<file path="src/rtl/mhp_pkg.sv">
package mhp_pkg;

   localparam int WORDS_PER_ROW = 16;
   localparam int ROW_INDEX_WIDTH = 17;

   localparam int QUERY_DEPTH = 16;
   localparam int QUERY_INDEX_WIDTH = 4;
   localparam int DATA_WIDTH = 64;
   localparam int WORD_POP_WIDTH = 7;
   localparam int MASK_ONES_WIDTH = 11;
   localparam int MISMATCH_WIDTH = 11;
   localparam int SCORE_WIDTH = 13;
   localparam int SCORE_CALC_WIDTH = 15;
   localparam int ROW_NUMBER_WIDTH = 17;
   localparam int POS_WIDTH = (WORDS_PER_ROW > 1) ? $clog2(WORDS_PER_ROW) : 1;

   localparam int QUEUE_DEPTH = 2;
   localparam int QUEUE_PTR_WIDTH = 1;
   localparam int QUEUE_COUNT_WIDTH = 2;

   localparam logic CMD_LOAD = 1'b0;

   typedef enum logic {
      OP_LOAD = 1'b0,
      OP_ROW  = 1'b1
   } op_type;

   typedef struct packed {
      op_type                         op;
      logic [QUERY_INDEX_WIDTH-1:0]   word_index;
      logic [DATA_WIDTH-1:0]          data_word;
      logic [DATA_WIDTH-1:0]          mask_word;
      logic [WORD_POP_WIDTH-1:0]      mask_pop;
   } entry_type;

   typedef struct packed {
      logic full;
      logic empty;
   } queue_status_type;

   function automatic logic [WORD_POP_WIDTH-1:0] pop64(input logic [DATA_WIDTH-1:0] v);
      logic [WORD_POP_WIDTH-1:0] n;
      n = '0;
      for (int i = 0; i < DATA_WIDTH; i++) begin
         n = n + WORD_POP_WIDTH'(v[i]);
      end
      return n;
   endfunction

endpackage

</file>
<file path="src/rtl/mhp_queue.sv">
module mhp_queue import mhp_pkg::*; (
   input  logic             clock,
   input  logic             reset,
   input  logic             push,
   input  entry_type        push_entry,
   input  logic             pop,
   output entry_type        head_entry,
   output queue_status_type qstat
);

   entry_type                    entry_ff [QUEUE_DEPTH];
   logic [QUEUE_PTR_WIDTH-1:0]   wr_ptr_ff, wr_ptr_in;
   logic [QUEUE_PTR_WIDTH-1:0]   rd_ptr_ff, rd_ptr_in;
   logic [QUEUE_COUNT_WIDTH-1:0] count_ff, count_in;

   always_comb begin
      qstat.full = (count_ff == QUEUE_COUNT_WIDTH'(QUEUE_DEPTH));
      qstat.empty = (count_ff == '0);
      head_entry = entry_ff[rd_ptr_ff];
      wr_ptr_in = push ? wr_ptr_ff + 1'b1 : wr_ptr_ff;
      rd_ptr_in = pop ? rd_ptr_ff + 1'b1 : rd_ptr_ff;
      count_in = count_ff;
      if (push && !pop) begin
         count_in = count_ff + 1'b1;
      end else if (pop && !push) begin
         count_in = count_ff - 1'b1;
      end
   end

   always_ff @(posedge clock) begin
      if (reset) begin
         wr_ptr_ff <= '0;
         rd_ptr_ff <= '0;
         count_ff <= '0;
      end else begin
         wr_ptr_ff <= wr_ptr_in;
         rd_ptr_ff <= rd_ptr_in;
         count_ff <= count_in;
      end
   end

   always_ff @(posedge clock) begin
      if (push) begin
         entry_ff[wr_ptr_ff] <= push_entry;
      end
   end

endmodule

</file>
<file path="config.mk">
export PLATFORM = sky130hd
export DESIGN_NAME = mhp_queue
export DESIGN_NICKNAME = d
export VERILOG_FILES = /design/src/rtl/mhp_pkg.sv /design/src/rtl/mhp_queue.sv
export SDC_FILE = /design/constraint.sdc
export NUM_CORES = 1
export LEC_CHECK = 0
export BUFFER_PORTS_ARGS = -buffer_cell sky130_fd_sc_hd__buf_2
export CAP_MARGIN = 20
export CELL_PAD_IN_SITES_DETAIL_PLACEMENT = 0
export CELL_PAD_IN_SITES_GLOBAL_PLACEMENT = 1
export CORE_MARGIN = 2
export CORE_UTILIZATION = 45
export CTS_BUF_LIST = sky130_fd_sc_hd__clkbuf_16
export CTS_CLUSTER_DIAMETER = 40
export DETAILED_ROUTE_END_ITERATION = 8
export PLACE_DENSITY = 0.88
export SLEW_MARGIN = 40
export SYNTH_ARGS = -nofsm -noshare
export SYNTH_HDL_FRONTEND = slang
export SYNTH_SLANG_ARGS = --single-unit
export TNS_END_PERCENT = 100
</file>
<file path="constraint.sdc">
create_clock -name clock -period 8.71 [get_ports clock]
set_clock_uncertainty 0.2 [all_clocks]
set_input_delay 0.4355 -clock clock [delete_from_list [all_inputs] [get_ports clock]]
set_output_delay 0.4355 -clock clock [all_outputs]
set_load 0.02 [all_outputs]
</file>
# Yosys cells after proc, flatten, opt, wreduce, memory -nomap -nowiden

Memory sizes are Yosys's and may differ from the RTL's. A register that Yosys moved wholly into a read port is not among the register bits.
Cells that the tools add are included.

Memories kept: 1
Bits in registers: 4
Output and inout bits: 142
RAM bits: 280
Logic and storage cells: 21
Input bits: 144

Eq/ne operators: 1
Mux-type cells: 6
Reductions and logical operators: 6
Add/subtract/negate cells: 4

Memory list:

| name     | depth | width | read ports | clocked after memory_dff | write ports | line            | source |
|---|---|---|---|---|---|---|---|
| entry_ff | 2     | 140   | 1          | 1                        | 1           | mhp_queue.sv:11 | `entry_type entry_ff [QUEUE_DEPTH];` |

Operators with widths:

| kind                                                                | number |
|---|---|
| 1-bit 2-to-1 mux                                                    | 4 |
| 2-bit 2-to-1 mux                                                    | 2 |
| 1-bit adder (second input constant)                                 | 2 |
| 2-bit by 1-bit adder with 2-bit output (second input constant)      | 1 |
| 2-bit equality test (second input constant)                         | 1 |
| 1-bit logical AND                                                   | 2 |
| 1-bit logical NOT                                                   | 2 |
| 2-bit logical NOT                                                   | 1 |
| 2-bit nonzero test                                                  | 1 |
| 2-bit by 1-bit subtractor with 2-bit output (second input constant) | 1 |

# Depth between registers and ports, before layout

Word-level depth: 4
Mapped depth: 5
Mapped depth without buffers: 5

# Least setup slack after synthesis

Ideal clock, no wire load.

Kind: register to register
Start: register wr_ptr_ff
End: memory entry_ff[0][0] (netlist bit), enable pin
Required time: 7.852 ns
Library setup time: 0.658 ns
Setup slack: 1.340 ns
Stages on the path, launching flop included: 2
Data arrival time: 6.512 ns
Buffers on the path: 0
Clock period less this slack: 7.370 ns
Path through: dfxtp_1 -> nor2b_1

RTL lines:

| what                   | line            | source |
|---|---|---|
| start, declared        | mhp_queue.sv:12 | `logic [QUEUE_PTR_WIDTH-1:0] wr_ptr_ff, wr_ptr_in;` |
| start signal, assigned | mhp_queue.sv:36 | `wr_ptr_ff <= wr_ptr_in;` |
| end, declared          | mhp_queue.sv:11 |  |

No word-level cell before the write port.

==> impl_metrics.json <==
{
  "switching_power_mw": 0.833,
  "avgViaCountPerCell": 4.68,
  "rr_endpoint": "entry_ff[1][113]",
  "worst_pin_slew_ns": 0.786,
  "numCtsBuffers": 36,
  "grt_pass1_vias": 6126,
  "status": "complete, no violations",
  "power.internal_mw": 2.73,
  "ys_seq_area_share_pct": 79.3,
  "start_kind": "register",
  "grt_pass1_wl_um": 31600,
  "syn-num-nets": 603,
  "synth_area_per_cell_sq_um": 23.4,
  "max_freq_mhz": 335,
  "clock-sinks": 285,
  "io_pins": 286,
  "end_kind": "primary output",
  "netlist.area_leader.share_pct": 78.4,
  "ys_top_cells_by_area": "edfxtp_1 (78%), mux2_4 (14%), mux2_2 (4.2%)",
  "setup_violations": 0,
  "antenna_cells": 0,
  "final_common_cell": "buf_2",
  "finalCritPeriodShare_pct": 34.3,
  "pwr-share-seq_pct": 45.7,
  "min_path_type": "input pin to register",
  "die_area_sq_mm": 0.0251,
  "yosysWarnings": 0,
  "r2r_start": "wr_ptr_ff",
  "post_cts_resized": 0,
  "die_w_um": 158,
  "layout-drive-gt1-share_pct": 52.4,
  "synthCells": 458,
  "period_minus_slack_ns": 2.99,
  "syn_area_sq_mm": 0.0107,
  "dpl-instance-area_sq_mm": 0.0125,
  "comb_power_share_pct": 13.2,
  "grt-ovfl-total": 0,
  "cap_violations": 0,
  "cts_buffer_depth": 3,
  "first_pass_iters": 4,
  "rsz0062_at_grt": "false",
  "ys_seq_elements": 285,
  "post-place-cells": 1053,
  "synth_cell_types": 17,
  "layout_common_cells": "buf_2 (285), edfxtp_1 (280), dlygate4sd3_1 (141)",
  "wirelength_um": 21700,
  "setup_tns_ns": 0,
  "h-tree-depth": 2,
  "hold_viol": 0,
  "grt.total_usage_pct": 16.4,
  "gp_congestion": 0.735,
  "die_h_um": 158,
  "syn_to_final_growth_pct": 41.0,
  "pwr-share-clk_pct": 41.1,
  "io_buffers": 285,
  "path_class": "register to primary output",
  "first_iter_violations": 333,
  "ir_drop_mv": 0.212,
  "max_slew_margin_pct": 47.6,
  "hpwl_um": 12800,
  "p_leak_nw": 5.98,
  "postRouteAntennaNets": 0,
  "drv_slew": 0,
  "hp-start": "pop",
  "rr_worst_depth": 2,
  "critical_path_required_ns": 8.07,
  "whs_path_depth": 3,
  "nets": 1058,
  "initial_utilization_pct": 45.8,
  "cts_tree": "yes",
  "clk_latency_ns": 0.50,
  "grt_max_degree": 76,
  "ctsRootBufferMaster": "clkbuf_16",
  "drc": 0,
  "avgRoutedWirePerCell_um": 17.2,
  "core_area_sq_mm": 0.0234,
  "rows": 56,
  "fin_cells": 1259,
  "vias": 5887,
  "final_area_sq_mm": 0.0151,
  "final_util_pct": 64.6,
  "switching_share_pct": 23.4,
  "p_per_area_mw_per_mm2": 236,
  "yosysTopAreaCell": "edfxtp_1",
  "reg2reg_setup_slack_ns": 6.54,
  "crit_arrival_ns": 2.35,
  "antenna_found_initial": 0,
  "path_clk_slew_ns": 0.06,
  "crit_fanout": 60,
  "fin_hold_ws_ns": 0.0353
}
cell type report:
| class | instances | area, sq um |
|---|---|---|
| Clock inverter | 28 | 284 |
| Multi-Input combinational cell | 156 | 2060 |
| Inverter | 1 | 3.75 |
| Fill cell | 1590 | 8280 |
| Sequential cell | 285 | 8510 |
| Tap cell | 319 | 399 |
| Timing Repair Buffer | 433 | 2940 |
| Clock buffer | 37 | 926 |
sequential cells by signal, summed over array words and instances, names as in the netlist, named ones only:
register / count
entry_ff: 280
rd_ptr_ff: 1
wr_ptr_ff: 1
count_ff: 2
kinds of logic (layout without fill, tap and decap cells):
group | count (synthesis) | after routing | synth area share (%)
flip-flops | 285 | 285 | 79.3
multiplexers | 140 | 140 | 18.2
buffers and inverters | 17 | 499 | 1.52
AND/OR/NAND/NOR | 9 | 9 | 0.408
XOR/XNOR | 4 | 4 | 0.327
AO/OA/AOI/OAI | 2 | 2 | 0.0932
adder cells (fa/ha/maj) | 1 | 1 | 0.117
per-stage QoR:
step	power, mW	setup slack [ns]
6_report	3.57	5.72
3_5_place_dp	2.08	6.21
3_3_place_gp	2.06	5.78
5_1_grt	3.69	5.61
2_1_floorplan	1.95	1.34
4_1_cts	3.60	5.67
what timing repair did:
item / in CTS / in global routing
endpoints found under the hold margin: 285 / 0
hold buffers: 141 / 0
buffers inserted: 0 / 0
power groups by stage:
stage	Sequential, mW	Clock (mW)	Combinational (mW)
floorplan	1.66	0	0.288
global placement	1.65	0	0.413
detailed placement	1.66	0	0.422
CTS	1.63	1.50	0.474
global route	1.63	1.56	0.500
finish	1.63	1.47	0.472
Yosys cell counts:
master / count
xor2_1: 2
inv_1: 1
nor2_1: 5
o21ai_0: 1
buf_6: 11
buf_2: 4
and2_1: 1
ha_1: 1
or3_1: 1
edfxtp_1: 280
mux2_4: 100
xnor2_1: 2
buf_8: 1
mux2_2: 40
a21oi_1: 1
nor2b_1: 2
dfxtp_1: 5
layer usage:
| layer | vias up | share of wire [%] | global-route usage, % | wire length, um |
|---|---|---|---|---|
| li1 | 2733 | - | - | - |
| met4 | 0 | 2.1 | 6.22 | 452 |
| met1 | 2900 | 39 | 18.8 | 8360 |
| met2 | 220 | 52 | 29.4 | 11300 |
| met3 | 34 | 7.1 | 4.30 | 1550 |
| met5 | - | 0 | 0 | 0 |
critical path: stages (launching register included):
cell and delay (ns):
dfxtp_4 0.60, buf_6 0.63, mux2_4 0.36, buf_2 0.17
worst max-delay path by stage:
stage               depth (start not counted)                to  startpoint  slack (ns)
floorplan                                   1    entry_ff[0][0]   wr_ptr_ff        1.34
CTS                                         3     head_entry[1]    register        5.67
global placement                            3  entry_ff[1][109]        push        5.78
finish                                      3    head_entry[62]    register        5.72
detailed placement                          3     head_entry[1]    register        6.21
global route                                3     head_entry[4]    register        5.61
Note: power is estimated with default switching activity, not from simulation.
